$ cat src/rtl/wav_header_check_and_sample_unpack_defines.svh
// Assertion macros for the WAV header checker and sample unpacker.
// Used by the top level only; no other dependencies.
`ifndef WAV_HEADER_CHECK_AND_SAMPLE_UNPACK_DEFINES_SVH
`define WAV_HEADER_CHECK_AND_SAMPLE_UNPACK_DEFINES_SVH

// Consequent checked in the same cycle as the antecedent
`define WAVHC_ASSERT_SAME(label, clk, rstn, ante, cons, msg) \
    label: assert property (@(posedge clk) disable iff (!rstn) (ante) |-> (cons)) \
        else $error(msg);

// Consequent checked in the cycle after the antecedent
`define WAVHC_ASSERT_NEXT(label, clk, rstn, ante, cons, msg) \
    label: assert property (@(posedge clk) disable iff (!rstn) (ante) |=> (cons)) \
        else $error(msg);

`endif

$ cat src/rtl/wavhc_pkg.sv
// Shared types and constants for the WAV header checker and sample unpacker.
// No dependencies.
`timescale 1ns / 1ps

package wavhc_pkg;

    // Input transfer: one file byte plus end-of-file mark
    typedef struct packed {
        logic [7:0] in_byte;
        logic       end_of_file;
    } wavhc_in_t;

    // Outcome code reported with each result
    typedef enum logic [2:0] {
        ST_BUSY    = 3'd0,
        ST_OK      = 3'd1,
        ST_BAD     = 3'd2,
        ST_EARLY   = 3'd3,
        ST_SURPLUS = 3'd4
    } status_t;

    // Result transfer
    typedef struct packed {
        logic        data_valid;
        logic [7:0]  sample_byte;
        logic        header_done;
        logic [15:0] channel_count;
        logic [31:0] rate_hz;
        logic [15:0] sample_bits;
        logic [31:0] payload_size;
        status_t     status;
    } wavhc_out_t;

    // Parser phase; code 3 is unused and behaves like skip
    typedef enum logic [1:0] {
        PH_HEADER = 2'd0,
        PH_DATA   = 2'd1,
        PH_SKIP   = 2'd2
    } phase_t;

    // Tags as little-endian 32-bit words
    localparam logic [31:0] TAG_RIFF = 32'h4646_4952;
    localparam logic [31:0] TAG_WAVE = 32'h4556_4157;
    localparam logic [31:0] TAG_FMT  = 32'h2074_6d66;
    localparam logic [31:0] TAG_DATA = 32'h6174_6164;

    localparam logic [31:0] FMT_SIZE_PCM   = 32'd16;
    localparam logic [15:0] AUDIO_FMT_PCM  = 16'd1;
    localparam logic [31:0] RIFF_SIZE_BIAS = 32'd36;
    localparam logic [15:0] SAMPLE_BITS_16 = 16'd16;
    localparam logic [15:0] SAMPLE_BITS_32 = 16'd32;
    localparam logic [7:0]  SIGN_FLIP      = 8'h80;

    // Header length and the offsets of the last byte of each field
    localparam logic [5:0] HDR_LEN        = 6'd44;
    localparam logic [5:0] POS_RIFF_TAG   = 6'd3;
    localparam logic [5:0] POS_RIFF_SIZE  = 6'd7;
    localparam logic [5:0] POS_WAVE_TAG   = 6'd11;
    localparam logic [5:0] POS_FMT_TAG    = 6'd15;
    localparam logic [5:0] POS_FMT_SIZE   = 6'd19;
    localparam logic [5:0] POS_AUDIO_FMT  = 6'd21;
    localparam logic [5:0] POS_CHANNELS   = 6'd23;
    localparam logic [5:0] POS_RATE       = 6'd27;
    localparam logic [5:0] POS_BYTE_RATE  = 6'd31;
    localparam logic [5:0] POS_ALIGN      = 6'd33;
    localparam logic [5:0] POS_BITS       = 6'd35;
    localparam logic [5:0] POS_DATA_TAG   = 6'd39;
    localparam logic [5:0] POS_DATA_SIZE  = 6'd43;

endpackage

$ cat src/rtl/wavhc_in_stage.sv
// Input register slice: holds one accepted byte for the parse stage.
// Depends on wavhc_pkg.
`timescale 1ns / 1ps

module wavhc_in_stage (
    input  logic                 aclk,
    input  logic                 aresetn,
    input  logic                 s_valid,
    output logic                 s_ready,
    input  wavhc_pkg::wavhc_in_t s_item,
    output logic                 q_valid,
    input  logic                 q_ready,
    output wavhc_pkg::wavhc_in_t q_item
);
    import wavhc_pkg::*;

    logic      valid_reg;
    wavhc_in_t item_reg;

    // Accept when empty or when the held byte moves on this cycle
    assign s_ready = !valid_reg || q_ready;
    assign q_valid = valid_reg;
    assign q_item  = item_reg;

    always_ff @(posedge aclk) begin
        if (!aresetn) begin
            valid_reg <= 1'b0;
        end else if (s_ready) begin
            valid_reg <= s_valid;
        end
    end

    // Payload, no reset
    always_ff @(posedge aclk) begin
        if (s_valid && s_ready) begin
            item_reg <= s_item;
        end
    end

endmodule

$ cat src/rtl/wavhc_core.sv
// Parse stage: header field capture and checks, data byte sign flip,
// outcome codes. Depends on wavhc_pkg.
`timescale 1ns / 1ps

module wavhc_core (
    input  logic                  aclk,
    input  logic                  aresetn,
    input  logic                  step,
    input  wavhc_pkg::wavhc_in_t  item,
    output wavhc_pkg::wavhc_out_t result
);
    import wavhc_pkg::*;

    phase_t      phase_reg,    phase_next;
    logic [5:0]  pos_reg,      pos_next;
    logic [31:0] shift_reg,    shift_next;
    logic [31:0] riff_reg,     riff_next;
    logic [15:0] chan_reg,     chan_next;
    logic [31:0] rate_reg,     rate_next;
    logic [31:0] byterate_reg, byterate_next;
    logic [15:0] align_reg,    align_next;
    logic [15:0] bits_reg,     bits_next;
    logic [31:0] size_reg,     size_next;
    logic [31:0] count_reg,    count_next;
    logic [31:0] prod_reg;

    logic [31:0] shift_word;
    logic [5:0]  pos_inc;
    logic [31:0] count_inc;
    logic [31:0] chan_bits;
    logic        bad;
    logic        out_valid;
    logic [7:0]  out_byte;
    logic        out_done;
    status_t     out_status;

    assign shift_word = {item.in_byte, shift_reg[31:8]};
    assign pos_inc    = pos_reg + 6'd1;
    assign count_inc  = count_reg + 32'd1;
    // channels * bits, 16x16 product; bits come from the current byte
    assign chan_bits  = {16'd0, chan_reg} * {16'd0, shift_word[31:16]};

    // Block align * sample rate; both are settled well before the bits field
    always_ff @(posedge aclk) begin
        prod_reg <= {16'd0, align_reg} * rate_reg;
    end

    // Next state and result for the byte in the input register
    always_comb begin
        phase_next    = phase_reg;
        pos_next      = pos_reg;
        shift_next    = shift_reg;
        riff_next     = riff_reg;
        chan_next     = chan_reg;
        rate_next     = rate_reg;
        byterate_next = byterate_reg;
        align_next    = align_reg;
        bits_next     = bits_reg;
        size_next     = size_reg;
        count_next    = count_reg;
        bad           = 1'b0;
        out_valid     = 1'b0;
        out_byte      = 8'd0;
        out_done      = 1'b0;
        out_status    = ST_BUSY;

        case (phase_reg)
            PH_HEADER: begin
                shift_next = shift_word;
                case (pos_reg)
                    POS_RIFF_TAG:  bad = (shift_word != TAG_RIFF);
                    POS_RIFF_SIZE: riff_next = shift_word;
                    POS_WAVE_TAG:  bad = (shift_word != TAG_WAVE);
                    POS_FMT_TAG:   bad = (shift_word != TAG_FMT);
                    POS_FMT_SIZE:  bad = (shift_word != FMT_SIZE_PCM);
                    POS_AUDIO_FMT: bad = (shift_word[31:16] != AUDIO_FMT_PCM);
                    POS_CHANNELS:  chan_next = shift_word[31:16];
                    POS_RATE:      rate_next = shift_word;
                    POS_BYTE_RATE: byterate_next = shift_word;
                    POS_ALIGN:     align_next = shift_word[31:16];
                    POS_BITS: begin
                        bits_next = shift_word[31:16];
                        bad = ({13'd0, align_reg} != chan_bits[31:3])
                            || (byterate_reg != prod_reg);
                    end
                    POS_DATA_TAG:  bad = (shift_word != TAG_DATA);
                    POS_DATA_SIZE: begin
                        size_next = shift_word;
                        bad = (riff_reg != (shift_word + RIFF_SIZE_BIAS));
                    end
                    default: ;
                endcase
                pos_next = pos_inc;
                if (bad) begin
                    out_status = ST_BAD;
                    phase_next = PH_SKIP;
                end else if (pos_inc >= HDR_LEN) begin
                    out_done   = 1'b1;
                    phase_next = PH_DATA;
                    count_next = 32'd0;
                    if (item.end_of_file) begin
                        out_status = (size_next == 32'd0) ? ST_OK : ST_EARLY;
                    end
                end else if (item.end_of_file) begin
                    out_status = ST_EARLY;
                end
            end
            PH_DATA: begin
                if (count_reg < size_reg) begin
                    out_valid = 1'b1;
                    out_byte  = item.in_byte;
                    // for 16- and 32-bit samples the top byte of each little-endian sample gets its sign flipped
                    if (bits_reg == SAMPLE_BITS_16 && count_reg[0]) begin
                        out_byte = out_byte ^ SIGN_FLIP;
                    end
                    if (bits_reg == SAMPLE_BITS_32 && (count_reg[1:0] == 2'b11)) begin
                        out_byte = out_byte ^ SIGN_FLIP;
                    end
                    count_next = count_inc;
                    if (item.end_of_file) begin
                        out_status = (count_inc == size_reg) ? ST_OK : ST_EARLY;
                    end
                end else begin
                    out_status = ST_SURPLUS;
                    phase_next = PH_SKIP;
                end
            end
            default: ;   // skip until end of file
        endcase

        // End of file: next byte opens a new file
        if (item.end_of_file) begin
            phase_next = PH_HEADER;
            pos_next   = 6'd0;
            shift_next = 32'd0;
            count_next = 32'd0;
        end
    end

    // Result reports the header registers after this byte
    always_comb begin
        result.data_valid    = out_valid;
        result.sample_byte   = out_byte;
        result.header_done   = out_done;
        result.channel_count = chan_next;
        result.rate_hz       = rate_next;
        result.sample_bits   = bits_next;
        result.payload_size  = size_next;
        result.status        = out_status;
    end

    // Parser state; header fields are visible at the output so reset them too
    always_ff @(posedge aclk) begin
        if (!aresetn) begin
            phase_reg    <= PH_HEADER;
            pos_reg      <= 6'd0;
            shift_reg    <= 32'd0;
            riff_reg     <= 32'd0;
            chan_reg     <= 16'd0;
            rate_reg     <= 32'd0;
            byterate_reg <= 32'd0;
            align_reg    <= 16'd0;
            bits_reg     <= 16'd0;
            size_reg     <= 32'd0;
            count_reg    <= 32'd0;
        end else if (step) begin
            phase_reg    <= phase_next;
            pos_reg      <= pos_next;
            shift_reg    <= shift_next;
            riff_reg     <= riff_next;
            chan_reg     <= chan_next;
            rate_reg     <= rate_next;
            byterate_reg <= byterate_next;
            align_reg    <= align_next;
            bits_reg     <= bits_next;
            size_reg     <= size_next;
            count_reg    <= count_next;
        end
    end

endmodule

$ cat src/rtl/wavhc_out_stage.sv
// Result register: holds one finished result until the m_ side takes it.
// Depends on wavhc_pkg.
`timescale 1ns / 1ps

module wavhc_out_stage (
    input  logic                  aclk,
    input  logic                  aresetn,
    input  logic                  d_valid,
    output logic                  d_ready,
    input  wavhc_pkg::wavhc_out_t d_item,
    output logic                  m_valid,
    input  logic                  m_ready,
    output wavhc_pkg::wavhc_out_t m_item
);
    import wavhc_pkg::*;

    logic       valid_reg;
    wavhc_out_t item_reg;

    // Load when empty or when the current result is taken this cycle
    assign d_ready = !valid_reg || m_ready;
    assign m_valid = valid_reg;
    assign m_item  = item_reg;

    always_ff @(posedge aclk) begin
        if (!aresetn) begin
            valid_reg <= 1'b0;
        end else if (d_ready) begin
            valid_reg <= d_valid;
        end
    end

    // Payload, no reset
    always_ff @(posedge aclk) begin
        if (d_valid && d_ready) begin
            item_reg <= d_item;
        end
    end

endmodule

$ cat src/rtl/wav_header_check_and_sample_unpack.sv
// Top level of the WAV header checker and sample unpacker.
// Depends on wavhc_pkg, wavhc_in_stage, wavhc_core, wavhc_out_stage and
// wav_header_check_and_sample_unpack_defines.svh.
//
//   channel | dir | handshake          | payload
//   s_      | in  | s_valid / s_ready  | s_item : in_byte, end_of_file
//   m_      | out | m_valid / m_ready  | m_item : one result per byte
//
// One byte per cycle while m_ready stays high; a taken byte passes the input
// register, then parse logic into the result register, and leaves as a result.
// The whole header check and data pass sit in the single parse stage; the
// block-align * sample-rate product is registered ahead of the bits field.
// Reset clears the parser to the header phase and all header fields to zero.
// With m_ready low both registers fill, then s_ready falls.
`timescale 1ns / 1ps
`include "wav_header_check_and_sample_unpack_defines.svh"

module wav_header_check_and_sample_unpack (
    input  logic                  aclk,
    input  logic                  aresetn,
    input  logic                  s_valid,
    output logic                  s_ready,
    input  wavhc_pkg::wavhc_in_t  s_item,
    output logic                  m_valid,
    input  logic                  m_ready,
    output wavhc_pkg::wavhc_out_t m_item
);
    import wavhc_pkg::*;

    logic       q_valid;
    logic       d_ready;
    logic       step;
    wavhc_in_t  q_item;
    wavhc_out_t d_item;

    // Parse stage advances when a byte is held and the result slot frees
    assign step = q_valid && d_ready;

    wavhc_in_stage u_in_stage (
        .aclk    (aclk),
        .aresetn (aresetn),
        .s_valid (s_valid),
        .s_ready (s_ready),
        .s_item  (s_item),
        .q_valid (q_valid),
        .q_ready (d_ready),
        .q_item  (q_item)
    );

    wavhc_core u_core (
        .aclk    (aclk),
        .aresetn (aresetn),
        .step    (step),
        .item    (q_item),
        .result  (d_item)
    );

    wavhc_out_stage u_out_stage (
        .aclk    (aclk),
        .aresetn (aresetn),
        .d_valid (q_valid),
        .d_ready (d_ready),
        .d_item  (d_item),
        .m_valid (m_valid),
        .m_ready (m_ready),
        .m_item  (m_item)
    );

    // Every parsed byte lands in the result register
    `WAVHC_ASSERT_NEXT(a_step_gives_result, aclk, aresetn, step, m_valid, "parsed byte lost")
    // Input only backs up behind a stalled, full result register
    `WAVHC_ASSERT_SAME(a_stall_cause, aclk, aresetn, !s_ready, m_valid && !m_ready, "input stalled without output backpressure")
    // Header completion never carries data, a bad header or surplus
    `WAVHC_ASSERT_SAME(a_done_clean, aclk, aresetn, m_valid && m_item.header_done, !m_item.data_valid && m_item.status != ST_BAD && m_item.status != ST_SURPLUS, "inconsistent header_done result")

endmodule
$ cat config.mk
export PLATFORM = sky130hd
export DESIGN_NAME = wav_header_check_and_sample_unpack
export DESIGN_NICKNAME = d
export VERILOG_FILES = /design/src/rtl/wavhc_pkg.sv /design/src/rtl/wavhc_in_stage.sv /design/src/rtl/wavhc_core.sv /design/src/rtl/wavhc_out_stage.sv /design/src/rtl/wav_header_check_and_sample_unpack.sv
export VERILOG_INCLUDE_DIRS = /design/src /design/src/rtl
export SDC_FILE = /design/constraint.sdc
export NUM_CORES = 2
export LEC_CHECK = 0
export BUFFER_PORTS_ARGS = -buffer_cell sky130_fd_sc_hd__buf_4
export CAP_MARGIN = 10
export CELL_PAD_IN_SITES_DETAIL_PLACEMENT = 1
export CELL_PAD_IN_SITES_GLOBAL_PLACEMENT = 1
export CORE_AREA = 2 2 313 315
export CTS_CLUSTER_DIAMETER = 100
export DETAILED_ROUTE_END_ITERATION = 10
export DIE_AREA = 0 0 315 317
export PLACE_DENSITY_LB_ADDON = 0.1
export SLEW_MARGIN = 10
export SYNTH_ARGS = -nofsm -noshare
export SYNTH_HDL_FRONTEND = slang
export SYNTH_HIERARCHICAL = 1
export SYNTH_SLANG_ARGS = --single-unit
$ cat constraint.sdc
create_clock -name aclk -period 6.5 [get_ports aclk]
set_input_delay 0.65 -clock aclk [delete_from_list [all_inputs] [get_ports aclk]]
set_output_delay 0.65 -clock aclk [all_outputs]
set_load 0.03 [all_outputs]
======== Word-level counts from Yosys, hierarchy flattened ========
Index checks and enable logic that the tools add are counted.
cells by class
  add/subtract/negate cells ............... 3
  multipliers ............................. 2
  $lt $le $gt $ge ......................... 2
  equal/unequal tests ..................... 32
  muxes and demuxes ....................... 40
  bitwise gates (word level) .............. 3
  reduce and logical (&&, ||, !) cells .... 21
operators with widths
  cell                                                                count
  32-bit two-way mux                                                  11
  32-bit by 31-bit != test with 1-bit output (second input constant)  3
  16-bit two-way mux                                                  4
  32-bit != test                                                      2
  32-bit one-hot mux with 2 select lines                              1
  32-bit by 1-bit adder with 32-bit output (second input constant)    1
  32-bit by 6-bit adder with 32-bit output (second input constant)    1
  32-bit == test                                                      1
  32-bit zero test                                                    1
  32-bit less-than comparator                                         1
  16-bit by 16-bit multiplier with 32-bit output                      1
  16-bit by 32-bit multiplier with 32-bit output                      1
  8-bit two-way mux                                                   4
  32-bit by 30-bit != test with 1-bit output (second input constant)  1
  32-bit by 5-bit != test with 1-bit output (second input constant)   1
  6-bit by 5-bit == test with 1-bit output (second input constant)    5
  16-bit by 29-bit != test with 1-bit output                          1
  6-bit == test (second input constant)                               4
  16-bit by 5-bit == test with 1-bit output (second input constant)   1
  16-bit by 6-bit == test with 1-bit output (second input constant)   1
  16-bit by 1-bit != test with 1-bit output (second input constant)   1
  3-bit two-way mux                                                   5
  2-bit two-way mux                                                   7
  6-bit by 4-bit == test with 1-bit output (second input constant)    2
  26 further kinds                                                    42
word-level totals
  bits in registers ....................... 400
  input port bits ......................... 13
  logic and storage cells ................. 127

======== Depth between registers and ports, before layout ========
  word-level depth ........................ 9
  mapped depth ............................ 29

======== By module ========
The synthesis kept the hierarchy.
modules (own cells, without submodules)
  module                              times used  cells an instance  area an instance (µm²)
  wavhc_core                          1           4156               34568.2
  wavhc_out_stage                     1           114                3330.7
  wavhc_in_stage                      1           14                 327.8
  wav_header_check_and_sample_unpack  1           1                  6.3

======== Least setup slack after synthesis ========
Ideal clock, no wire load.
  path kind ............................... flip-flop to flip-flop
  start ................................... register u_core.shift_reg[26]
  end ..................................... register u_out_stage.item_reg, in the netlist u_out_stage/m_item[99] (data pin)
  setup time .............................. 0.251 ns
  arrival time ............................ 6.551 ns
  required time ........................... 6.249 ns
  path slack .............................. -0.302 ns
  stages on the path, launching flop included .. 25
  cells stage by stage .................... dfxtp_1 -> clkbuf_1 -> buf_1 -> nand2_1 -> fa_1 -> fa_1 -> inv_1 -> fa_1 -> inv_1 -> fa_1 -> fa_1 -> fa_1 -> inv_1 -> ha_1 -> and4_1 -> a21bo_1 -> o211a_1 -> o41ai_1 -> xor2_1 -> a211oi_1 -> and3_1 -> o311a_1 -> and2_1 -> nor2b_1 -> buf_4
between the ends
  longest elaborated chain between the ends .. 6
  elaborated cells between the ends (all ways) .. 14
RTL lines
  element                                         line                   source
  from (decl)                                     wavhc_core.sv:16       logic [31:0] shift_reg, shift_next;
  from (signal assigned)                          wavhc_core.sv:169      shift_reg <= shift_next;
  16-bit by 16-bit multiplier with 32-bit output  wavhc_core.sv:41       assign chan_bits = {16'd0, chan_reg} * {16'd0, shift_word[31:16]};
  16-bit by 29-bit != test with 1-bit output      wavhc_core.sv:83       bad = ({13'd0, align_reg} != chan_bits[31:3])
  1-bit logical OR                                wavhc_core.sv:84       || (byterate_reg != prod_reg);
  1-bit one-hot mux with 8 select lines (*)       wavhc_core.sv:70       case (pos_reg)
  1-bit two-way mux (*)                           wavhc_core.sv:67       case (phase_reg)
  2-bit OR reduction (no line) (*)                --
  to (signal assigned)                            wavhc_out_stage.sv:36  item_reg <= d_item;
  to (decl)                                       wavhc_out_stage.sv:18  wavhc_out_t item_reg;
Every way passes the cells marked *; elsewhere a longest branch is shown, timed or not. The select of a mux whose other input is x is not followed.
A chain may end at the register's enable or synchronous reset.

==> flow_summary.json <==
{
  "status": "finished, violations left",
  "failed_checks": "setup timing",
  "rsz0062_at_grt": "yes",
  "synth_nets": 4999,
  "final_cell_mix": "nand2_1 (787), inv_1 (519), fa_1 (494), buf_4 (493), dfxtp_1 (239)",
  "area_growth_pct": 18.5,
  "final_common_cell": "nand2_1",
  "drt_wl_total_um": 130000,
  "fp.dieW_um": 315,
  "p_total_uw": 5830,
  "synthCells": 4285,
  "crit_path_max_fanout": 5,
  "min-delay-start": "s_item[0]",
  "period_minus_slack_ps": 6620,
  "grt_usage_pct": 26.2,
  "endpoint_kind": "flop",
  "drtIter0Drc": 1772,
  "insertion_delay_ps": 640,
  "placedCellCount": 5769,
  "drt-pass1-iter-count": 5,
  "maxCapViolations": 0,
  "hold_path.class": "in -> reg",
  "synth_seq_area_share_pct": 23.6,
  "via_per_inst": 5.25,
  "ant_nets": 0,
  "fin_nets": 5298,
  "reg2reg_slack_ps": -120,
  "num_vias": 31000,
  "avgSynthCellArea_um2": 8.92,
  "finalSetupViolCount": 4,
  "largest_reg_flops": 109,
  "post-route-util_pct": 47.1,
  "grtUsageMet3_pct": 2.37,
  "htree_levels": 2,
  "dieArea_mm2": 0.0999,
  "use_met1_pct": 37.2,
  "ys_types": 91,
  "r2r_end": "u_out_stage/m_item[0]$_DFFE_PP_",
  "core_area_mm2": 0.0963,
  "rows": 114,
  "finalNonFillerCells": 5899,
  "clk_pin_slew_ps": 60,
  "gr-total-overflow": 0,
  "ys.flop_type": "dfxtp_1",
  "p_leak_uw": 0.0183,
  "grt_pass1_wl_um": 201000,
  "cts_root_buf": "clkbuf_16",
  "max-vdd-ir-drop_uv": 191,
  "yosysWarnings": 6,
  "num-fill-cells": 11100,
  "critPathKind": "reg -> reg",
  "grt_max_degree": 138,
  "wl_per_cell_um": 22.0,
  "io_pins": 124,
  "syn_area_mm2": 0.0382,
  "grt_antenna_before_repair": 3,
  "clock.fmax_mhz": 151,
  "busiest_layer": "met2",
  "worstMarginPinSlew_ps": 1130,
  "max-slew-margin-rel_pct": 24.7,
  "hold_depth": 1,
  "numClockSinks": 392,
  "synth.top_cell.area_share_pct": 26.1,
  "worstPathArrival_ps": 7020,
  "ys_top_cells_by_area": "fa_1 (26%), dfxtp_1 (14%), edfxtp_1 (9.3%), nand2_1 (7.7%), ha_1 (6.6%)",
  "timing.rr.start": "u_in_stage/q_item[1]$_DFFE_PP_",
  "io_buffers": 123,
  "grtUsageMet2_pct": 43.1,
  "synth_largest_area_cell": "fa_1",
  "min_period_over_period_pct": 102,
  "layout-drive-gt1-share_pct": 17.8,
  "reg2regPathDepth": 23,
  "worst_setup_path_start_kind": "flop",
  "report.final.hold_viol_count": 0,
  "final_cell_area_mm2": 0.0453,
  "place_congestion": 0.874,
  "synth_seq_cells": 392,
  "hold_buffers": 0,
  "place_area_mm2": 0.0428,
  "cts_buffers": 49,
  "place_ws_ps": -561,
  "place_hpwl_um": 101000,
  "slew_viol_final": 0,
  "die_height_um": 317,
  "cts_tree": "yes",
  "grt_pass1_vias": 32800,
  "worst_slack_ps": -118,
  "cts_max_path_buffers": 3,
  "start_util_pct": 39.7,
  "worstPathRequired_ps": 6900,
  "async_reset_ff_share_pct": 0,
  "min_to": "u_in_stage/q_item[0]$_DFFE_PP_",
  "drc": 0,
  "synth-edff-count": 118,
  "power.density_mw_per_mm2": 129,
  "fin_skew_ps": 41.4
}
how the worst max path moves through the flow:
| stage | slack (ps) | start | endpoint |
|---|---|---|---|
| CTS | -120 | u_core/chan_reg[8]$_SDFFE_PN0P_ | u_out_stage/m_item[0]$_DFFE_PP_ |
| finish | -120 | u_in_stage/q_item[1]$_DFFE_PP_ | u_out_stage/m_item[0]$_DFFE_PP_ |
| floorplan | 5 | u_core/shift_reg[25]$_SDFFE_PN0P_ | u_out_stage/m_item[99]$_DFFE_PP_ |
| global route | -280 | u_in_stage/q_item[7]$_DFFE_PP_ | u_out_stage/m_item[99]$_DFFE_PP_ |
| global placement | -430 | u_core/chan_reg[12]$_SDFFE_PN0P_ | u_out_stage/m_item[0]$_DFFE_PP_ |
| detailed placement | -560 | u_core/shift_reg[25]$_SDFFE_PN0P_ | u_core/phase_reg[1]$_SDFFE_PN0P_ |
stage by stage:
step | hold slack, ps | setup TNS (ps)
floorplan | 441 | 0
global placement | 453 | -1870
detailed placement | 460 | -2710
CTS | 141 | -220
global route | 150 | -1130
finish | 182 | -278
repair_timing:
item / CTS / global route
buffers inserted: 12 / 28
resized for setup: 50 / 91
setup endpoints to repair: 11 / 11
hold endpoints to repair: 0 / 0
cloned: 0 / 1
pin swaps: 17 / 25
critical path, cell delays in order, from the launching register on:
cell,delay [ps]
edfxtp_1,490
buf_6,180
and2_4,130
fa_1,500
inv_1,50
fa_1,520
fa_1,450
fa_1,560
fa_1,520
fa_1,520
inv_2,50
ha_4,280
nand4_1,130
buf_4,160
buf_4,120
buf_4,150
o21a_1,180
a311o_1,320
nand4_1,110
nor3_2,60
and3_4,210
o311a_4,330
and2_4,180
o21a_1,160
report_power, final:
part           internal [uW]  total, uW  leakage (uW)  switching (uW)
Clock                   1690       2860      0.000821            1170
Sequential              2560       2580       0.00327            29.3
Combinational            120        383        0.0142             262
synth_stat cells, drive strengths merged (11+ instances only):
cell type	number
and2	211
a21o	26
xor2	67
a21oi	192
a22oi	29
nand2	789
and3	28
o21bai	11
nor4	38
nor2	216
fa	498
a211oi	18
clkbuf	236
a31oi	39
and4	13
o21ai	105
xnor2	140
mux2i	87
inv	522
or3	11
ha	203
edfxtp	118
nand3	51
dfxtp	274
o21a	25
buf	52
nor3	49
mux2	68
nand2b	11
nand4	36
metal layers:
metal	share of wire [%]	vias up	wire length [um]
met4	2.4	0	3100
met5	0	-	0
met2	47	555	61200
met3	3.6	133	4700
li1	-	14300	-
met1	47	16000	60600
kinds of logic after synthesis:
logic type / count (synthesis) / synth area share, %
AO/OA/AOI/OAI: 520 / 8.50
flip-flops: 392 / 23.6
multiplexers: 155 / 4.28
adder cells (fa/ha/maj): 701 / 32.7
buffers and inverters: 810 / 8.08
AND/OR/NAND/NOR: 1500 / 18.1
XOR/XNOR: 207 / 4.74
area by class of cell:
type / count / area (um2) / share of cell area [%]
multi-input cells: 3083 / 26500 / 58.6
flip-flops and latches: 392 / 9100 / 20.1
repair buffers: 536 / 4420 / 9.76
inverters: 522 / 1960 / 4.34
well taps: 1276 / 1600 / 3.52
clock buffers: 68 / 1450 / 3.21
clock inverters: 21 / 228 / 0.503
diodes: 1 / 2.50 / 0.00552
No activity file was read; power rests on OpenSTA's default activity.
